**config.mk**
```make
export PLATFORM = sky130hd
export DESIGN_NAME = sbe_front
export DESIGN_NICKNAME = d
export VERILOG_FILES = /design/src/rtl/sbe_pkg.sv /design/src/rtl/sbe_front.sv
export SDC_FILE = /design/constraint.sdc
export NUM_CORES = 1
export LEC_CHECK = 0
export BUFFER_PORTS_ARGS = -buffer_cell sky130_fd_sc_hd__buf_2
export CORE_MARGIN = 2
export CORE_UTILIZATION = 52
export DETAILED_ROUTE_END_ITERATION = 16
export PLACE_DENSITY = 0.8
export SLEW_MARGIN = 20
export SYNTH_ARGS = -nofsm -noshare
export SYNTH_HDL_FRONTEND = slang
export SYNTH_SLANG_ARGS = --single-unit
```
**constraint.sdc**
```tcl
create_clock -name clock -period 4.3 [get_ports clock]
set_input_delay 0.43 -clock clock [delete_from_list [all_inputs] [get_ports clock]]
set_output_delay 0.43 -clock clock [all_outputs]
set_load 0.005 [all_outputs]
```
**src/rtl/sbe_pkg.sv**
```systemverilog
// Shared types and constants for the stack bytecode executor.
// Every RTL file of the block refers to this package by scoped names.
package sbe_pkg;

   // Storage sizes.
   localparam int STACK_DEPTH  = 2048;
   localparam int LOCAL_COUNT  = 256;
   localparam int GLOBAL_COUNT = 1024;

   localparam int STACK_AW    = $clog2(STACK_DEPTH);
   localparam int COUNT_W     = $clog2(STACK_DEPTH + 1);
   localparam int LOCAL_AW    = $clog2(LOCAL_COUNT);
   localparam int GLOBAL_AW   = $clog2(GLOBAL_COUNT);
   localparam int CLEAR_COUNT = (LOCAL_COUNT > GLOBAL_COUNT) ? LOCAL_COUNT : GLOBAL_COUNT;
   localparam int CLEAR_AW    = $clog2(CLEAR_COUNT);

   // Field widths fixed by the interface.
   localparam int DEPTH_W       = 12;
   localparam int LOCAL_FIELD_W = 8;

   // Queues between the parts; depths are powers of two so pointers wrap.
   localparam int INSN_QUEUE_DEPTH = 2;
   localparam int INSN_QUEUE_AW    = $clog2(INSN_QUEUE_DEPTH);
   localparam int RSP_QUEUE_DEPTH  = 2;
   localparam int RSP_QUEUE_AW     = $clog2(RSP_QUEUE_DEPTH);

   // Divider.
   localparam int DIV_STEPS  = 32;
   localparam int DIV_STEP_W = $clog2(DIV_STEPS);

   localparam logic [31:0] LIMIT_RESET = 32'd1000000;

   // Opcodes.
   localparam logic [7:0] OP_NOP          = 8'h00;
   localparam logic [7:0] OP_HALT         = 8'h01;
   localparam logic [7:0] OP_PUSH_A       = 8'h10;
   localparam logic [7:0] OP_PUSH_B       = 8'h11;
   localparam logic [7:0] OP_ADD          = 8'h20;
   localparam logic [7:0] OP_SUB          = 8'h21;
   localparam logic [7:0] OP_MUL          = 8'h22;
   localparam logic [7:0] OP_DIV          = 8'h23;
   localparam logic [7:0] OP_LOAD_LOCAL   = 8'h30;
   localparam logic [7:0] OP_STORE_LOCAL  = 8'h31;
   localparam logic [7:0] OP_LOAD_GLOBAL  = 8'h32;
   localparam logic [7:0] OP_STORE_GLOBAL = 8'h33;

   // Status codes.
   localparam logic [2:0] ST_OK      = 3'd0;
   localparam logic [2:0] ST_HALT    = 3'd1;
   localparam logic [2:0] ST_OVER    = 3'd2;
   localparam logic [2:0] ST_UNDER   = 3'd3;
   localparam logic [2:0] ST_DIVZ    = 3'd4;
   localparam logic [2:0] ST_UNKNOWN = 3'd5;
   localparam logic [2:0] ST_STOPPED = 3'd6;
   localparam logic [2:0] ST_LIMIT   = 3'd7;

   typedef enum logic [3:0] {
      CLS_NOP,
      CLS_HALT,
      CLS_PUSH,
      CLS_ADD,
      CLS_SUB,
      CLS_MUL,
      CLS_DIV,
      CLS_LOAD_LOCAL,
      CLS_STORE_LOCAL,
      CLS_LOAD_GLOBAL,
      CLS_STORE_GLOBAL,
      CLS_UNKNOWN
   } sbe_class_type;

   typedef struct packed {
      logic [7:0]  opcode;
      logic [31:0] constant_word;
      logic [15:0] slot_index;
      logic        code_ended;
   } sbe_req_type;

   typedef struct packed {
      logic [2:0]         status;
      logic [31:0]        halt_value;
      logic [DEPTH_W-1:0] stack_depth;
   } sbe_rsp_type;

   typedef struct packed {
      sbe_class_type op_class;
      logic [31:0]   constant_word;
      logic [15:0]   slot_index;
      logic          slot_ok;
      logic          code_ended;
   } sbe_insn_type;

   typedef struct packed {
      logic        start;
      logic [31:0] dividend;
      logic [31:0] divisor;
   } sbe_div_req_type;

   typedef struct packed {
      logic        done;
      logic [31:0] quotient;
   } sbe_div_rsp_type;

endpackage

```
**src/rtl/sbe_front.sv**
```systemverilog
// Front end of the executor: accepts request beats, classifies the opcode
// and holds decoded instructions in a short queue. Uses sbe_pkg.
module sbe_front (
   input  logic                  clock,
   input  logic                  reset,
   input  logic                  accept_en,
   input  logic                  push,
   output logic                  full,
   input  sbe_pkg::sbe_req_type  req_data,
   output logic                  insn_valid,
   output sbe_pkg::sbe_insn_type insn,
   input  logic                  insn_take
);

   function automatic sbe_pkg::sbe_insn_type classify(sbe_pkg::sbe_req_type r);
      sbe_pkg::sbe_insn_type d;
      d.constant_word = r.constant_word;
      d.slot_index    = r.slot_index;
      d.code_ended    = r.code_ended;
      d.slot_ok       = 1'b1;
      unique case (r.opcode) inside
         sbe_pkg::OP_NOP:  d.op_class = sbe_pkg::CLS_NOP;
         sbe_pkg::OP_HALT: d.op_class = sbe_pkg::CLS_HALT;
         sbe_pkg::OP_PUSH_A, sbe_pkg::OP_PUSH_B: d.op_class = sbe_pkg::CLS_PUSH;
         sbe_pkg::OP_ADD:  d.op_class = sbe_pkg::CLS_ADD;
         sbe_pkg::OP_SUB:  d.op_class = sbe_pkg::CLS_SUB;
         sbe_pkg::OP_MUL:  d.op_class = sbe_pkg::CLS_MUL;
         sbe_pkg::OP_DIV:  d.op_class = sbe_pkg::CLS_DIV;
         sbe_pkg::OP_LOAD_LOCAL, sbe_pkg::OP_STORE_LOCAL: begin
            d.op_class = (r.opcode == sbe_pkg::OP_LOAD_LOCAL) ?
                         sbe_pkg::CLS_LOAD_LOCAL : sbe_pkg::CLS_STORE_LOCAL;
            d.slot_ok  = 32'(r.slot_index[sbe_pkg::LOCAL_FIELD_W-1:0]) <
                         sbe_pkg::LOCAL_COUNT;
         end
         sbe_pkg::OP_LOAD_GLOBAL, sbe_pkg::OP_STORE_GLOBAL: begin
            d.op_class = (r.opcode == sbe_pkg::OP_LOAD_GLOBAL) ?
                         sbe_pkg::CLS_LOAD_GLOBAL : sbe_pkg::CLS_STORE_GLOBAL;
            d.slot_ok  = 32'(r.slot_index) < sbe_pkg::GLOBAL_COUNT;
         end
         default: d.op_class = sbe_pkg::CLS_UNKNOWN;
      endcase
      return d;
   endfunction

   sbe_pkg::sbe_insn_type               q_ff [sbe_pkg::INSN_QUEUE_DEPTH];
   logic [sbe_pkg::INSN_QUEUE_AW-1:0]   wr_ptr_ff, wr_ptr_in;
   logic [sbe_pkg::INSN_QUEUE_AW-1:0]   rd_ptr_ff, rd_ptr_in;
   logic [sbe_pkg::INSN_QUEUE_AW:0]     count_ff, count_in;
   logic                                do_push, do_pop;

   assign full       = !accept_en ||
                       (count_ff == (sbe_pkg::INSN_QUEUE_AW + 1)'(sbe_pkg::INSN_QUEUE_DEPTH));
   assign do_push    = push && !full;
   assign insn_valid = count_ff != '0;
   assign do_pop     = insn_take && insn_valid;
   assign insn       = q_ff[rd_ptr_ff];

   always_comb begin
      wr_ptr_in = do_push ? wr_ptr_ff + 1'b1 : wr_ptr_ff;
      rd_ptr_in = do_pop  ? rd_ptr_ff + 1'b1 : rd_ptr_ff;
      count_in  = count_ff;
      if (do_push && !do_pop) begin
         count_in = count_ff + 1'b1;
      end else if (do_pop && !do_push) begin
         count_in = count_ff - 1'b1;
      end
   end

   always_ff @(posedge clock) begin
      if (reset) begin
         wr_ptr_ff <= '0;
         rd_ptr_ff <= '0;
         count_ff  <= '0;
      end else begin
         wr_ptr_ff <= wr_ptr_in;
         rd_ptr_ff <= rd_ptr_in;
         count_ff  <= count_in;
      end
   end

   always_ff @(posedge clock) begin
      if (do_push) begin
         q_ff[wr_ptr_ff] <= classify(req_data);
      end
   end

endmodule

```
==> run metrics, run 1 <==
status=complete, no violations; worst reg2reg path depth=3; Routed Antenna Nets=0; number of placed instances, taps included=430; Synth Area per Inst=19.8 um2; Clock Path Buffers=2; fill count=between 500 and 600; GR Util All Layers=17.6%; Clock Root Buffer=clkbuf_8; Clock Skew=between 0.005 and 0.006 ns; worst min-delay path class=in -> reg; Async S/R FF share, synth=0%; DR WL/cell=16.3 um; Hold Buf Count CTS=0; nets@finish=410; Worst R2R Setup Slack=2.14 ns; wl on met1=3230 um; Remaining Overflow, GRT=0; number of synthesized register bits=113; CP max stage cell=dfxtp_2; worst hold margin=0.118 ns; Max Cap Viol=0; met2 WL post-DR=3720 um; period utilization=about three fifths; drt initial violations=107; fin cells=462; post-CTS setup buffer count=0; Peak supply drop=353 uV; Port Buf Inserts=117; Remaining DRCs=0; Top Layer Used=met4; final hold vios=0; Post-Syn Nets=277; CTS Sinks=about 110; WL met3=around 490 um; DIE AREA=0.00889 mm2; Die Wd=around 94 um; Starting Density=54.3%; CTS tree=built; Tmin final=2.63 ns; Seq. cell area=0.00334 mm2; Final Setup Violations=0; Post-Synthesis Cells=214; CTS clk-pin slew, worst paths=0.06 ns; routability cong.=about 0.75; Area growth syn-to-layout=30.8%; total number of vias=approximately 2.4k; Final Max Slew Viols=0; register area share after synthesis=78.9%; CP top delay family=flip-flops; antenna violations before repair=0; Stages on worst setup path=3; Pleak=just over 0.002 uW; CP Data Required Time=3.87 ns; Post-synth EDFFs=approximately 110; area of the mapped netlist=0.00424 mm2; DR pass1 iterations=4; crit path cell chain=buf_4, mux2_2, buf_2; latest clock arrival within the worst-skew pair=0.50 ns; vias in the first global route=2,388; element type at the critical path end=output port; H-tree depth=4; worst r2r src=count_ff[0]; CP bufs+invs=2; RSZ-0062 raised after global routing=false; fmax=381 MHz; Ys Warns=0; Post-CTS Resized=0; PwrDens=590 mW/mm2; Detailed Route WL=around 7500 um; first-pass GRT wire length=11,300 um; Ports=around 120; Setup TNS Final=0 ns; synth unique cells=22; Worst Tran Pin Value=0.919 ns; Largest stage delay, worst path=0.66 ns; Reg2Reg Capture Point=q_ff[0][7]; arrival time at the worst endpoint=between 2 and 2.5 ns; worst relative slew slack=38.6%; DPL Wire Length=4920 um; prevailing post-synth register cell=edfxtp_1; row count=32; area of the multi-input gates=between 800 and 900 um2; Ant. Diodes=0; Startpoint Class=register; layout cells sized above 1=59.4%; total core area=0.00781 mm2; Via-to-Cell Ratio=5.09; WS Path Type=reg -> out; Num CTS Buffers=17; largest net degree at the start of global routing=34; CP endpoint=insn[41]; Vert. Die Dim=94.3 um; crit-path max FO=33
placed cells by master (no fill, tap or decap), types with 2 or more instances in the layout:
cell type,instances
buf_2,117
edfxtp_1,108
mux2_2,55
clkbuf_16,16
nor2_1,7
o21ai_0,5
clkinvlp_4,4
dfxtp_1,4
inv_1,3
a21oi_1,3
nand2_1,3
xor2_1,3
bufinv_16,3
clkinv_2,3
buf_4,3
nor2b_1,2
or2_2,2
nor2_4,2
clkinv_4,2
per-stage QoR:
step / total power [uW] / area (um2) / util [%] / setup WS [ns]
final: 3270 / 5540 / 71.0 / 1.67
after global routing: 3410 / 5540 / 71.0 / 1.55
after global placement: 1950 / 4960 / 63.5 / 2.05
after floorplan: 1720 / 4240 / - / 1.02
after detailed placement: 1960 / 4960 / 63.5 / 2.02
after CTS: 3320 / 5540 / 71.0 / 1.61
logic make-up (layout without fill, tap and decap cells):
logic type,Yosys count,in the layout,synth area share (%)
flops,113,113,78.9
simple gates,22,22,3.01
compound gates,10,10,1.42
buf+inv,9,155,0.974
mux,55,55,14.6
xor+xnor,4,4,0.827
fa+ha+maj,1,1,0.295
final cells by class:
type	instances	area share, %
Tap cell	102	2.30
Inverter	3	0.203
Sequential cell	113	60.3
Timing Repair Buffer	120	11.0
Clock buffer	18	7.54
Multi-Input combinational cell	92	15.7
Clock inverter	14	2.98
worst min-delay path by stage:
stage,start,endpoint,slack (ns),cells past startpoint
finish,req_data[44],q_ff[1][45],0.12,1
global route,req_data[37],q_ff[1][38],0.09,1
CTS,req_data[37],q_ff[1][38],0.09,1
detailed placement,rd_ptr_ff,register,0.49,2
global placement,count_ff[1],count_ff[1],0.49,2
floorplan,count_ff[1],count_ff[1],0.47,2
metal layers:
layer	track usage, %	vias to the layer above
li1	-	1101
met1	21.0	1153
met2	28.7	89
met3	6.74	9
met4	7.25	0
met5	0	-
cells in the mapped netlist, types with 2 or more instances:
library cell | count | area (um2)
a21oi_1 | 3 | 15.0
buf_2 | 6 | 30.0
dfxtp_1 | 5 | 100
edfxtp_1 | 108 | 3240
inv_1 | 3 | 11.3
mux2_2 | 55 | 619
nand2_1 | 3 | 11.3
nor2_1 | 9 | 33.8
nor2b_1 | 2 | 12.5
o21ai_0 | 5 | 25.0
or2_2 | 2 | 12.5
xor2_1 | 3 | 26.3
registers in the layout (all words and copies together) (netlist names), named ones only:
name	flops
q_ff	108
count_ff	2
rd_ptr_ff	1
wr_ptr_ff	1
power breakdown:
group	leakage, uW	internal (uW)	switching (uW)
Sequential	0.00102	1310	58.8
Clock	0.000275	878	460
Combinational	0.000766	307	256
Power figures use the tool's default switching activity.
==> inputs of run 2 (changes only) <==
- clock period: 4.3 -> 2.44 ns (I/O delays scaled with it)
==> run metrics, run 2 (synthesis gave the netlist of run 1 again) <==
Num CTS Buffers=17; antenna violations before repair=0; GR Util All Layers=between 10% and 20%; Peak supply drop=595 uV; busiest grt layer=met2; Clock Path Buffers=2; Startpoint Class=register; crit-path max FO=54; Hold Buf Count CTS=50; period utilization=78.1%; latest clock arrival within the worst-skew pair=~0.5 ns; number of placed instances, taps included=430; total core area=0.00781 mm2; fmax=roughly 520 MHz; Remaining DRCs=0; crit path cell chain=buf_12, mux2_2, buf_2; fin cells=512; Finished Core Util=77.8%; Starting Density=54.3%; CP max stage cell=mux2_2; element type at the critical path end=output port; H-tree depth=4; Final Max Slew Viols=0; met2 usage=around a third; Clock Skew=0.0133 ns; CP bufs+invs=2; largest net degree at the start of global routing=55; worst min-delay path class=in -> reg; Setup TNS Final=0 ns; Final Setup Violations=0; DPL Wire Length=4450 um; worst relative slew slack=66.6%; layout cells sized above 1=52.4%; DR WL/cell=roughly 16 um; drt initial violations=110; CTS clk-pin slew, worst paths=~0.060 ns; final hold vios=0; met1 Usage GRT=20.4%; Post-CTS Resized=0; Via-to-Cell Ratio=just under 5; Ports=118; status=complete, no violations; Routed Antenna Nets=0; Largest stage delay, worst path=0.39 ns; Pwr Total=5810 uW; arrival time at the worst endpoint=1.66 ns; met3 Use GR=under 10%; CP top delay family=buffers and inverters; commonest non-fill, non-tap cell in the layout=buf_2; Tmin final=~1.9 ns; post-CTS setup buffer count=0; Clock Root Buffer=clkbuf_8; Pleak=between 0.002 and 0.0025 uW; max reg flops=~110; nets@finish=between 400 and 500; routability cong.=0.753; vias in the first global route=2,627; Worst R2R Setup Slack=0.64 ns; Worst Tran Pin Value=0.497 ns; row count=32; Detailed Route WL=8190 um; largest register by flop count=q_ff; Max Cap Viol=0; most frequent cells in the layout=117 x buf_2, 108 x edfxtp_1, 55 x mux2_2; CP Data Required Time=between 2 and 2.5 ns; WS Path Type=reg -> out; total number of vias=about 2.5k; DR pass1 iterations=4; Die Wd=between 90 and 100 um; first-pass GRT wire length=between 10,000 and 15,000 um; Port Buf Inserts=roughly 120; Area growth syn-to-layout=43.2%; RSZ-0062 raised after global routing=false; DIE AREA=about 0.0089 mm2; Remaining Overflow, GRT=0; PwrDens=about 960 mW/mm2; CTS tree=built; Vert. Die Dim=94.3 um; CTS Sinks=roughly 110; Final Instance Area=0.00607 mm2; Ant. Diodes=0; Post-DP Area=0.00500 mm2; biggest regs=q_ff (108), count_ff (2)
## run 2: changes by cell type in the layout (fill, tap and decap cells not counted)
cell	change
inv_6	+3
clkbuf_1	-1
dlygate4sd3_1	+50
clkinv_2	-2
bufinv_16	-1
buf_12	+3
buf_4	-3
clkinvlp_4	+1
## run 2: area by class of cell
class,count,area [um2]
clock buffer,17,414
clock inverter,15,159
fill,454,1740
inverter,3,11.3
multi-input combinational,92,870
sequential,113,3340
tap,102,128
timing repair buffer,170,1150
## run 2: power by group
part	total, uW	leakage (uW)	internal [uW]	switching [uW]
combinational	1130	0.000984	621	514
sequential	2370	0.00102	2310	58.1
clock	2310	0.000265	1460	848
total	5810	0.00227	4390	1420
## run 2: final timing paths
path | start | cells past startpoint | end
setup / recovery | register | 3 | insn[8]
hold / removal | req_data[55] | 3 | q_ff[0][50]
setup reg to reg | count_ff[1] | 6 | count_ff[1]
hold reg to reg | rd_ptr_ff | 2 | register
## run 2: metrics by stage
step           setup slack [ns]  hold slack, ns
2_1_floorplan            -0.834           0.313
3_3_place_gp              0.758           0.431
3_5_place_dp              0.629           0.435
4_1_cts                   0.518          0.0605
5_1_grt                   0.470          0.0872
6_report                  0.534          0.0966
## run 2: metal layers
metal,vias up,wire length (um)
li1,1209,-
met1,1220,3220
met2,94,4480
met3,2,456
met4,0,28
met5,-,0
## run 2: tightest hold or removal path: stages
cell,delay (ns)
buf_2,0.09
nor4_2,0.06
nand2_1,0.08
