===== src/rtl/sbe_pkg.sv =====
// Shared types and constants for the stack bytecode executor.
// Every RTL file of the block refers to this package by scoped names.
package sbe_pkg;

   // Storage sizes.
   localparam int STACK_DEPTH  = 2048;
   localparam int LOCAL_COUNT  = 256;
   localparam int GLOBAL_COUNT = 1024;

   localparam int STACK_AW    = $clog2(STACK_DEPTH);
   localparam int COUNT_W     = $clog2(STACK_DEPTH + 1);
   localparam int LOCAL_AW    = $clog2(LOCAL_COUNT);
   localparam int GLOBAL_AW   = $clog2(GLOBAL_COUNT);
   localparam int CLEAR_COUNT = (LOCAL_COUNT > GLOBAL_COUNT) ? LOCAL_COUNT : GLOBAL_COUNT;
   localparam int CLEAR_AW    = $clog2(CLEAR_COUNT);

   // Field widths fixed by the interface.
   localparam int DEPTH_W       = 12;
   localparam int LOCAL_FIELD_W = 8;

   // Queues between the parts; depths are powers of two so pointers wrap.
   localparam int INSN_QUEUE_DEPTH = 2;
   localparam int INSN_QUEUE_AW    = $clog2(INSN_QUEUE_DEPTH);
   localparam int RSP_QUEUE_DEPTH  = 2;
   localparam int RSP_QUEUE_AW     = $clog2(RSP_QUEUE_DEPTH);

   // Divider.
   localparam int DIV_STEPS  = 32;
   localparam int DIV_STEP_W = $clog2(DIV_STEPS);

   localparam logic [31:0] LIMIT_RESET = 32'd1000000;

   // Opcodes.
   localparam logic [7:0] OP_NOP          = 8'h00;
   localparam logic [7:0] OP_HALT         = 8'h01;
   localparam logic [7:0] OP_PUSH_A       = 8'h10;
   localparam logic [7:0] OP_PUSH_B       = 8'h11;
   localparam logic [7:0] OP_ADD          = 8'h20;
   localparam logic [7:0] OP_SUB          = 8'h21;
   localparam logic [7:0] OP_MUL          = 8'h22;
   localparam logic [7:0] OP_DIV          = 8'h23;
   localparam logic [7:0] OP_LOAD_LOCAL   = 8'h30;
   localparam logic [7:0] OP_STORE_LOCAL  = 8'h31;
   localparam logic [7:0] OP_LOAD_GLOBAL  = 8'h32;
   localparam logic [7:0] OP_STORE_GLOBAL = 8'h33;

   // Status codes.
   localparam logic [2:0] ST_OK      = 3'd0;
   localparam logic [2:0] ST_HALT    = 3'd1;
   localparam logic [2:0] ST_OVER    = 3'd2;
   localparam logic [2:0] ST_UNDER   = 3'd3;
   localparam logic [2:0] ST_DIVZ    = 3'd4;
   localparam logic [2:0] ST_UNKNOWN = 3'd5;
   localparam logic [2:0] ST_STOPPED = 3'd6;
   localparam logic [2:0] ST_LIMIT   = 3'd7;

   typedef enum logic [3:0] {
      CLS_NOP,
      CLS_HALT,
      CLS_PUSH,
      CLS_ADD,
      CLS_SUB,
      CLS_MUL,
      CLS_DIV,
      CLS_LOAD_LOCAL,
      CLS_STORE_LOCAL,
      CLS_LOAD_GLOBAL,
      CLS_STORE_GLOBAL,
      CLS_UNKNOWN
   } sbe_class_type;

   typedef struct packed {
      logic [7:0]  opcode;
      logic [31:0] constant_word;
      logic [15:0] slot_index;
      logic        code_ended;
   } sbe_req_type;

   typedef struct packed {
      logic [2:0]         status;
      logic [31:0]        halt_value;
      logic [DEPTH_W-1:0] stack_depth;
   } sbe_rsp_type;

   typedef struct packed {
      sbe_class_type op_class;
      logic [31:0]   constant_word;
      logic [15:0]   slot_index;
      logic          slot_ok;
      logic          code_ended;
   } sbe_insn_type;

   typedef struct packed {
      logic        start;
      logic [31:0] dividend;
      logic [31:0] divisor;
   } sbe_div_req_type;

   typedef struct packed {
      logic        done;
      logic [31:0] quotient;
   } sbe_div_rsp_type;

endpackage


===== src/rtl/sbe_div.sv =====
// Iterative unsigned 32-bit divider, one quotient bit per cycle.
// Uses the request and response structs of sbe_pkg.
module sbe_div (
   input  logic                     clock,
   input  logic                     reset,
   input  sbe_pkg::sbe_div_req_type div_req,
   output sbe_pkg::sbe_div_rsp_type div_rsp
);

   logic                           busy_ff, busy_in;
   logic                           done_ff, done_in;
   logic [sbe_pkg::DIV_STEP_W-1:0] step_ff, step_in;
   logic [31:0]                    rem_ff, rem_in;
   logic [31:0]                    quo_ff, quo_in;
   logic [31:0]                    divisor_ff, divisor_in;
   logic [32:0]                    shifted;
   logic [32:0]                    diff;

   assign shifted = {rem_ff, quo_ff[31]};
   assign diff    = shifted - {1'b0, divisor_ff};

   always_comb begin
      busy_in    = busy_ff;
      done_in    = 1'b0;
      step_in    = step_ff;
      rem_in     = rem_ff;
      quo_in     = quo_ff;
      divisor_in = divisor_ff;
      if (div_req.start) begin
         busy_in    = 1'b1;
         step_in    = '0;
         rem_in     = '0;
         quo_in     = div_req.dividend;
         divisor_in = div_req.divisor;
      end else if (busy_ff) begin
         // Restoring step: the dividend shifts out of quo_ff as quotient bits shift in.
         if (!diff[32]) begin
            rem_in = diff[31:0];
            quo_in = {quo_ff[30:0], 1'b1};
         end else begin
            rem_in = shifted[31:0];
            quo_in = {quo_ff[30:0], 1'b0};
         end
         step_in = step_ff + 1'b1;
         if (step_ff == sbe_pkg::DIV_STEP_W'(sbe_pkg::DIV_STEPS - 1)) begin
            busy_in = 1'b0;
            done_in = 1'b1;
         end
      end
   end

   always_ff @(posedge clock) begin
      if (reset) begin
         busy_ff <= 1'b0;
         done_ff <= 1'b0;
         step_ff <= '0;
      end else begin
         busy_ff <= busy_in;
         done_ff <= done_in;
         step_ff <= step_in;
      end
   end

   always_ff @(posedge clock) begin
      rem_ff     <= rem_in;
      quo_ff     <= quo_in;
      divisor_ff <= divisor_in;
   end

   assign div_rsp.done     = done_ff;
   assign div_rsp.quotient = quo_ff;

endmodule


===== config.mk =====
export PLATFORM = sky130hd
export DESIGN_NAME = sbe_div
export DESIGN_NICKNAME = d
export VERILOG_FILES = /design/src/rtl/sbe_pkg.sv /design/src/rtl/sbe_div.sv
export SDC_FILE = /design/constraint.sdc
export NUM_CORES = 1
export LEC_CHECK = 0
export ABC_AREA = 1
export BUFFER_PORTS_ARGS = -buffer_cell sky130_fd_sc_hd__buf_2
export CAP_MARGIN = 10
export CELL_PAD_IN_SITES_DETAIL_PLACEMENT = 1
export CELL_PAD_IN_SITES_GLOBAL_PLACEMENT = 2
export CORE_ASPECT_RATIO = 1.1
export CORE_UTILIZATION = 34
export DETAILED_ROUTE_END_ITERATION = 6
export PLACE_DENSITY = 0.95
export SLEW_MARGIN = 20
export SYNTH_ARGS = -nofsm -noshare
export SYNTH_HDL_FRONTEND = slang
export SYNTH_SLANG_ARGS = --single-unit

===== constraint.sdc =====
create_clock -name clock -period 4.86 [get_ports clock]
set_input_delay 0.972 -clock clock [delete_from_list [all_inputs] [get_ports clock]]
set_output_delay 0.972 -clock clock [all_outputs]
set_load 0.02 [all_outputs]

==> metrics.md, run 1 <==
| Metric | Value |
|---|---|
| Synthesized Nets | around 1100 |
| Most frequent cell on the critical path | nand2_1 |
| Crit. End Element | register |
| Critical path data required time | 4.96 ns |
| Post-CTS Resized | 0 |
| Routed Antenna Nets | 0 |
| Synth area leader | edfxtp_1 |
| Fillers | about 2700 |
| RSZ-0062 raised after global routing | false |
| CP Max Fanout | 33 |
| # rows | 54 |
| CP max stage delay | 0.38 ns |
| Setup Buffers After CTS | 0 |
| Post-Syn Area per Cell | between 6 and 7 um2 |
| Worst path bufs/invs | 2 |
| CTS Hold Bufs | 0 |
| HPWL Detailed | about 15000 um |
| Nets | about 1200 |
| Initial core utilization | 0.347 |
| 1st-pass router iterations | 4 |
| Fin. Hold Viols | 0 |
| Final Max Tran Viols | 0 |
| Commonest non-fill, non-tap cell in the layout | nand2_1 |
| Vias in the first global route | around 6800 |
| Port buffer count | 99 |
| GRT overflow | 0 |
| Layout cell share with drive strength beyond 1 | 0.122 |
| Crit-path slowest cell | edfxtp_1 |
| Post-route insts no fill | 1387 |
| IO Count | 100 |
| Setup TNS | 0 ns |
| Placed Instance Area | 7610 um2 |
| Chip Height | approximately 150 um |
| Post-synth top area share | 0.279 |
| Synth warn | 0 |
| Slew @ Worst Pin | between 0.9 and 1 ns |
| Drt via density | about 4.6 |
| Clk Tree Root Cell | clkbuf_16 |
| Syn Inst Count | slightly above 1000 |
| Final worst path period share | 0.571 |
| Unique masters post-synth | 33 |
| Wire per inst | ~14 um |
| Number of clock sinks | 103 |
| Full die area | 20800 um2 |
| Routability cong. | about 0.87 |
| Most frequent cells in the layout | nand2_1, inv_1, buf_2 |
| CTS buffer count | 9 |
| Peak Freq | 360 MHz |
| Crit path arrival time | between 2 and 3 ns |
| Total global-route track usage | 0.209 |
| Synth area leaders | edfxtp_1, nand2_1, inv_1 |
| Slew headroom | 0.364 |
| H-tree depth | 3 |
| Worst-Skew Late Latency | about 0.37 ns |
| Mapped Area | ~6900 um2 |
| Final Setup Violations | 0 |
| Cells along the critical path | inv_1 > ha_1 > fa_1 > inv_1 > nand2_1 > nand2_1 > nand3_1 > nand2_1 > nand2_1 > nand2_1 > nand2_4 > nand2_4 > nand2_2 > nand2_4 > o21ai_0 |
| Ant. Diodes | 0 |
| Final WL | around 20000 um |
| Clock tree buffer depth | 2 |
| Status | finished clean |
| Tmin final | 2.78 ns |
| Final Skew | ~0.012 ns |
| Final Util | 0.398 |
| Power, Total | between 2 and 2.5 mW |
| Leakage power | 4.40 nW |
| Max-cap violations | 0 |
| Power per cell area | ~260 nW/um2 |
| VDD IR max | ~0.17 mV |
| First-pass GRT wire length | 33500 um |
| DRT iter0 DRCs | about 220 |
| Initial antenna violation count | 0 |
| Vias | roughly 6400 |
| CP Launch Type | register |
| Pin count of the biggest net entering global routing | between 40 and 50 |
| DRC viols | 0 |
| Worst Hold Class | register to register |
| Clock Pin Slew Worst Setup and Hold Paths | around 0.080 ns |
| FF+latch count, synth | between 100 and 150 |
| CP delay by family, top | simple AND/OR/NAND/NOR gates |
| Placed cells | around 1400 |
| Seq/Total Area, Yosys | 0.392 |
| Area grow syn2layout | 14.7% |
| Core area | between 15000 and 20000 um2 |
| Crit Path Class | register to register |
| Final instance area | a little under 8000 um2 |
| TritonCTS clock tree | done |
| Chip Width | roughly 140 um |
Yosys cell counts:
| library cell | count |
|---|---|
| a21o_1 | 1 |
| a21oi_1 | 20 |
| a21oi_2 | 1 |
| a31oi_1 | 1 |
| and2_1 | 5 |
| and2_2 | 1 |
| and3_1 | 2 |
| buf_1 | 1 |
| buf_4 | 1 |
| buf_6 | 5 |
| clkbuf_1 | 13 |
| dfxtp_1 | 39 |
| edfxtp_1 | 64 |
| fa_1 | 1 |
| ha_1 | 34 |
| inv_1 | 209 |
| inv_2 | 4 |
| nand2_1 | 476 |
| nand2_2 | 2 |
| nand2_4 | 5 |
| nand3_1 | 56 |
| nand3_4 | 1 |
| nand4_1 | 6 |
| nor2_1 | 48 |
| nor2_2 | 3 |
| nor3_1 | 13 |
| nor3_4 | 1 |
| nor3b_1 | 1 |
| o21ai_0 | 4 |
| o21ai_1 | 4 |
| o21bai_1 | 1 |
| xnor2_1 | 12 |
| xor2_1 | 2 |
kinds of logic (layout without fill, tap and decap cells):
family | count (synthesis) | after routing | synth area share
simple gates | 620 | 620 | 0.367
compound gates | 32 | 32 | 0.0247
xor+xnor | 14 | 14 | 0.0178
flops | 103 | 103 | 0.392
buf+inv | 233 | 331 | 0.133
fa+ha+maj | 35 | 35 | 0.0647
power by group:
group | switching (mW) | internal, mW
registers | 0.0268 | 0.989
logic | 0.200 | 0.0960
clock network | 0.379 | 0.364
metal layers:
layer  vias to the layer above  wire (um)  global-route usage
met5                         -          0                   0
met4                         0        384              0.0620
met3                        22        651              0.0358
met2                       100      10100               0.379
met1                      2948       8770               0.249
li1                       3301          -                   -
stage by stage:
stage / worst slack (ns) / hold WS (ns)
2_1_floorplan: 2.24 / 0.443
3_3_place_gp: 2.01 / 0.454
3_5_place_dp: 2.04 / 0.467
4_1_cts: 2.06 / 0.483
5_1_grt: 1.87 / 0.504
6_report: 2.08 / 0.478
sequential cells by signal (all words and copies together) (netlist names):
register and flops:
rem_ff 32, quo_ff 32, step_ff 5, done_ff 1, busy_ff 1, divisor_ff 32
path summary, 6_finish.rpt:
check | cells past startpoint | slack, ns | to | start
hold / removal | 2 | 0.48 | rem_ff[20] | rem_ff[20]
setup reg to reg | 15 | 2.08 | quo_ff[0] | quo_ff[31]
hold reg to reg | 2 | 0.48 | rem_ff[20] | rem_ff[20]
setup / recovery | 15 | 2.08 | quo_ff[0] | quo_ff[31]
area by class of cell:
| type | count | area [um2] | share of cell area |
|---|---|---|---|
| Clock inverter | 7 | 66.3 | 0.00839 |
| Timing Repair Buffer | 102 | 518 | 0.0656 |
| Sequential cell | 103 | 2700 | 0.342 |
| Multi-Input combinational cell | 701 | 3270 | 0.414 |
| Inverter | 213 | 800 | 0.101 |
| Clock buffer | 9 | 225 | 0.0285 |
| Tap cell | 252 | 315 | 0.0399 |
worst register-to-register path: cells and delay by family, from the launching register on:
| kind | cells | cell delay [ns] |
|---|---|---|
| buffers and inverters | 2 | 0.15 |
| flip-flops | 1 | 0.38 |
| AO/OA/AOI/OAI | 1 | 0.14 |
| adder cells (fa/ha/maj) | 2 | 0.60 |
| AND/OR/NAND/NOR | 10 | 1.23 |
(Power assumes the default switching activity.)
==> run 2: changes to the inputs <==
- CORE_UTILIZATION: 34 -> 29
- PLACE_DENSITY: 0.95 -> 0.87
- clock period: 4.86 -> 2.52 ns (I/O delays scaled with it)
==> run 2 against run 1 <==
Net effect: worst hold slack worse by 0.18 ns; register-to-register slack worse by 1.9 ns; critical endpoint is now rem_ff[22]; clock power up 100%; routed wire length up 4.2%; clock skew up 0.0095 ns; global-route usage down 3.0 points; largest cell class unchanged; largest power group unchanged; fmax up 19%; via count up 1.2%; count of clock-buffer cells in the layout unchanged; sequential power up 91%.
==> metrics.md, run 2 (synthesis results as in run 1) <==
| Metric | Value |
|---|---|
| Clock power frac | 0.372 |
| CTS Hold Bufs | 0 |
| Total global-route track usage | 0.179 |
| Sequential Power Share | 0.480 |
| Nets | roughly 1300 |
| DRC viols | 0 |
| VDD IR max | 0.261 mV |
| HPWL Detailed | around 16000 um |
| Peak Freq | around 430 MHz |
| Slew headroom | 0.698 |
| Placed cells | between 1000 and 1500 |
| RSZ-0062 raised after global routing | true |
| Ant. Diodes | 0 |
| Fillers | slightly below 3000 |
| Vias in the first global route | ~6800 |
| P_sw | about 1.2 mW |
| Cells along the critical path | inv_2 > ha_2 > fa_2 > inv_2 > nand2_1 > nand2_2 > nand3_1 > nand2_2 > nand2_1 > nand2_2 > nand2_4 > nand2_4 > nand2_4 > nand2_8 > buf_12 > nand2_1 > nand3_1 > nand2_1 |
| Fin. Hold Viols | 0 |
| CP Max Fanout | 11 |
| Crit path from | quo_ff[31] |
| # rows | a little under 60 |
| GRT overflow | 0 |
| Layout cell share with drive strength beyond 1 | 0.145 |
| Final Skew | 0.0215 ns |
| Full die area | roughly 24000 um2 |
| Setup TNS | 0 ns |
| Clock Pin Slew Worst Setup and Hold Paths | approximately 0.090 ns |
| CP max stage delay | roughly 0.38 ns |
| Critical path data required time | between 2 and 3 ns |
| Routed Antenna Nets | 0 |
| Initial antenna violation count | 0 |
| Max-cap violations | 0 |
| Final Max Tran Viols | 0 |
| Vias | ~6400 |
| Chip Height | roughly 160 um |
| First-pass GRT wire length | roughly 34000 um |
| Final worst path period share | 0.928 |
| Power, Total | a little over 4 mW |
| Crit Path Class | register to register |
| Clk Tree Root Cell | clkbuf_16 |
| Power per cell area | a little under 500 nW/um2 |
| Drt via density | around 4.4 |
| Worst hold path startpoint | div_req[11] |
| Commonest non-fill, non-tap cell in the layout | nand2_1 |
| R2R Path Start | quo_ff[31] |
| Port buffer count | approximately 100 |
| 1st-pass router iterations | 5 |
| Chip Width | 149 um |
| Wire per inst | 14.3 um |
| Area grow syn2layout | 19.5% |
| Switch share | 0.302 |
| Final Setup Violations | 0 |
| Storage cell area | between 2000 and 3000 um2 |
| IO Count | 100 |
| Tmin final | ~2.3 ns |
| H-tree depth | 3 |
| Status | finished clean |
| Worst path bufs/invs | 3 |
| Area of the multi-input gates | approximately 3300 um2 |
| CTS buffer count | 9 |
| Number of clock sinks | 103 |
| Most frequent cell on the critical path | nand2_1 |
| Final worst slack | 0.180 ns |
| Post-Place Setup Slack | -0.0939 ns |
| Gate power share | 0.147 |
| Core area | about 23000 um2 |
| P_int | 2.84 mW |
| CP delay by family, top | simple AND/OR/NAND/NOR gates |
| Worst-Skew Late Latency | 0.37 ns |
| Clock tree buffer depth | 2 |
| Pin count of the biggest net entering global routing | between 40 and 50 |
| Crit-path slowest cell | edfxtp_1 |
| TritonCTS clock tree | done |
| Slew @ Worst Pin | 0.449 ns |
| DRT iter0 DRCs | roughly 220 |
| Post-route insts no fill | between 1000 and 1500 |
| Register-to-Register Setup Slack | about 0.18 ns |
| Leakage power | approximately 4.5 nW |
| Crit path arrival time | 2.59 ns |
| Worst Hold Class | primary input to register |
| Top flop regs | divisor_ff x32, quo_ff x32, rem_ff x32 |
| Routability cong. | ~0.89 |
| Crit. End Element | register |
| Initial core utilization | 0.298 |
| Most frequent cells in the layout | nand2_1, inv_1, buf_2 |
| CP Launch Type | register |
| Final WL | between 20000 and 25000 um |
## run 2: changes by cell type in the layout (fill, tap and decap cells not counted), moves of 2 or more
cell and delta:
buf_12 +3, inv_8 +2, buf_4 +15, nand2_2 +2, inv_6 -3, nand2_1 -3, nand2_8 +3
## run 2: final timing paths
check	to	cells past startpoint
setup / recovery	rem_ff[22]	18
hold reg to reg	rem_ff[18]	2
hold / removal	divisor_ff[11]	1
setup reg to reg	rem_ff[22]	18
## run 2: power by group through the flow
stage	Sequential (mW)	Clock [mW]	Combinational, mW
after global placement	1.99	0	0.596
after global routing	1.97	1.62	0.672
after detailed placement	1.99	0	0.600
after CTS	1.95	1.56	0.603
after floorplan	2.05	0	0.294
final	1.95	1.51	0.598
## run 2: layout make-up
cell class / instances / area share
flip-flops and latches: 103 / 0.328
clock inverters: 7 / 0.0105
well taps: 300 / 0.0456
repair buffers: 120 / 0.0839
multi-input cells: 702 / 0.407
inverters: 213 / 0.0972
clock buffers: 9 / 0.0274
## run 2: repair_timing
action	CTS	global route
gates cloned	0	1
setup buffers	2	2
gates resized for setup	4	11
pin swaps	1	4
endpoints found under the setup margin	27	33
## run 2: routing by layer
| metal | up-vias | track usage | share of wire |
|---|---|---|---|
| li1 | 3346 | - | - |
| met1 | 2971 | 0.215 | 0.46 |
| met2 | 109 | 0.326 | 0.49 |
| met3 | 19 | 0.0327 | 0.037 |
| met4 | 0 | 0.0408 | 0.013 |
| met5 | - | 0 | 0 |
## run 2: per-stage QoR
stage                      util  area, um2  hold slack [ns]
after floorplan               -       6890            0.443
after global placement    0.338       7810            0.457
after detailed placement  0.338       7810            0.463
after CTS                 0.354       8160            0.289
after global routing      0.357       8230            0.291
final                     0.357       8230            0.301
==> run 3: changes to the inputs <==
- ABC_AREA: 1 -> default
- CORE_UTILIZATION: 29 -> 32
- PLACE_DENSITY: 0.87 -> 0.85
- SLEW_MARGIN: 20 -> 0
==> run 3 against run 2 <==
Net effect: the run now ends with setup timing left; combinational power grew 87%; non-clock buffer count grew 101; critical path depth shrank 5; critical path type unchanged; critical endpoint is now rem_ff[23].
==> metrics.md, run 3 <==
| Metric | Value |
|---|---|
| Status | finished, violations left |
| Failing checks | setup timing |
| Initial antenna violation count | 0 |
| Post-Place Setup Slack | -0.424 ns |
| CP delay by family, top | simple AND/OR/NAND/NOR gates |
| Worst path bufs/invs | 5 |
| DRC viols | 0 |
| Crit-path slowest cell | or3_4 |
| # rows | 51 |
| Crit. End Element | register |
| Mapped Area | 5930 um2 |
| Leakage power | ~3.7 nW |
| Number of clock sinks | approximately 100 |
| Final instance area | between 8000 and 9000 um2 |
| Post-synth top area share | 0.324 |
| Fin. Hold Viols | 0 |
| Max-cap violations | 0 |
| FF+latch count, synth | a little over 100 |
| Post-route insts no fill | ~1000 |
| CP Max Fanout | 4 |
| Clk Tree Root Cell | clkbuf_16 |
| Ant. Diodes | 0 |
| H-tree depth | 3 |
| Ys async rst share | 0 |
| Synth area leader | edfxtp_1 |
| Final Setup Violations | 32 |
| Routed Antenna Nets | 0 |
| Nets | approximately 900 |
| Synthesized Nets | about 690 |
| Peak Freq | between 300 and 400 MHz |
| Final worst path period share | 1.14 |
| Layout cell share with drive strength beyond 1 | 0.424 |
| Top_reg_cell synth | edfxtp_1 |
| Clock tree buffer depth | 2 |
| Core area | about 18000 um2 |
| Final worst slack | -0.344 ns |
| IO Count | 100 |
| Initial core utilization | 0.331 |
| Crit Path Class | register to register |
| WHS | roughly 0.31 ns |
| R2R Path Start | divisor_ff[29] |
| CP max stage delay | 0.40 ns |
| Cells along the critical path | inv_2 > ha_4 > nand4_1 > or3_4 > or3_4 > o211ai_4 > buf_12 > xnor2_4 > buf_12 > buf_8 > buf_6 > a32oi_1 > o31ai_1 |
| HPWL Detailed | 12900 um |
| Area grow syn2layout | 41.2% |
| Commonest non-fill, non-tap cell in the layout | buf_4 |
| Total global-route track usage | 0.190 |
| Vias in the first global route | around 5900 |
| Slew @ Worst Pin | roughly 0.79 ns |
| Wire per inst | roughly 17 um |
| CTS Hold Bufs | 0 |
| VDD IR max | ~0.31 mV |
| GRT overflow | 0 |
| First-pass GRT wire length | ~29000 um |
| CTS buffer count | 9 |
| Pin count of the biggest net entering global routing | 46 |
| CP Launch Type | register |
| Synth area leaders | edfxtp_1, dfxtp_1, ha_1 |
| Full die area | about 19000 um2 |
| Chip Height | about 140 um |
| Port buffer count | 99 |
| Synth warn | 0 |
| Crit path arrival time | 3.08 ns |
| Drt via density | 5.12 |
| 1st-pass router iterations | 4 |
| Placed Instance Area | 7510 um2 |
| Clock Pin Slew Worst Setup and Hold Paths | around 0.080 ns |
| Power per cell area | between 500 and 600 nW/um2 |
| DRT iter0 DRCs | 253 |
| Worst Hold Class | primary input to register |
| RSZ-0062 raised after global routing | true |
| TritonCTS clock tree | done |
| Syn Inst Count | a little under 600 |
| Final Max Tran Viols | 0 |
| Placed cells | slightly above 1000 |
| Top flop regs | divisor_ff x32, quo_ff x32, rem_ff x32 |
| Most frequent cells in the layout | buf_4, buf_2, edfxtp_1 |
| Seq/Total Area, Yosys | 0.456 |
| Chip Width | 132 um |
| Slew headroom | 0.475 |
| Worst-Skew Late Latency | 0.36 ns |
| Post-synth EDFFs | 64 |
| Final Skew | approximately 0.010 ns |
| Final WL | 17800 um |
| Unique masters post-synth | 64 |
| Vias | ~5300 |
| Worst hold path startpoint | div_req[15] |
| Post-Syn Area per Cell | 10.0 um2 |
| Most frequent cells after synthesis | edfxtp_1, nand2_1, inv_1 |
| Critical path data required time | between 2 and 3 ns |
| Tmin final | approximately 2.9 ns |
| Crit path from | divisor_ff[29] |
| Routability cong. | roughly 0.86 |
[run 3: cell count changes in the layout (fill, tap and decap cells not counted), sizes merged, moves of 22 or more]
cell and delta:
nand2 -420, inv -174, buf +101, nand3 -35, mux2 +31, o21ai +22
[run 3: final cells by class]
cell class,instances,area [um2]
Clock buffer,10,250
Inverter,43,161
Fill cell,2010,9550
Tap cell,238,298
Clock inverter,6,48.8
Sequential cell,103,2700
Timing Repair Buffer,221,1560
Multi-Input combinational cell,417,3360
[run 3: kinds of logic after synthesis]
kind of cell,after synthesis,share of synthesized area
multiplexers,33,0.0622
adder cells (fa/ha/maj),35,0.0751
buffers and inverters,71,0.0491
AO/OA/AOI/OAI,147,0.171
flip-flops,103,0.456
XOR/XNOR,32,0.0517
AND/OR/NAND/NOR,170,0.135
[run 3: metrics by stage]
stage	util	power [mW]	setup TNS, ns
after floorplan	-	2.63	-1.83
after global placement	0.419	3.04	-6.78
after detailed placement	0.419	3.07	-9.37
after CTS	0.450	4.54	-6.87
after global routing	0.467	4.77	-12.72
final	0.467	4.55	-8.94
[run 3: power breakdown]
part	leakage [nW]	switching, mW	internal (mW)	total [mW]
clock	0.142	0.684	0.742	1.43
combinational	2.57	0.611	0.508	1.12
sequential	0.954	0.0718	1.93	2.01
total	3.67	1.37	3.18	4.55
[run 3: final timing paths]
kind,endpoint,slack [ns],depth (start not counted)
max,rem_ff[23],-0.34,13
min,divisor_ff[15],0.31,1
max reg2reg,rem_ff[23],-0.34,13
min reg2reg,rem_ff[13],0.55,2
[run 3: layer usage]
layer	GRT usage	share of wire	vias to the layer above
li1	-	-	2570
met1	0.209	0.42	2586
met2	0.354	0.52	128
met3	0.0383	0.044	31
met4	0.0838	0.024	0
met5	0	0	-
[run 3: worst register-to-register path, delay by kind of cell (launching register included)]
family / cells / cell delay (ns)
buffers and inverters: 5 / 0.60
AO/OA/AOI/OAI: 3 / 0.52
XOR/XNOR: 1 / 0.08
AND/OR/NAND/NOR: 3 / 0.92
adder cells (fa/ha/maj): 1 / 0.26
flip-flops: 1 / 0.36
[run 3: repair_timing]
item                                    in CTS  in global routing
setup buffers                                9                  4
resized for setup                           33                 51
pin swaps                                   18                 26
gates cloned                                 2                  0
endpoints found under the setup margin      33                 33
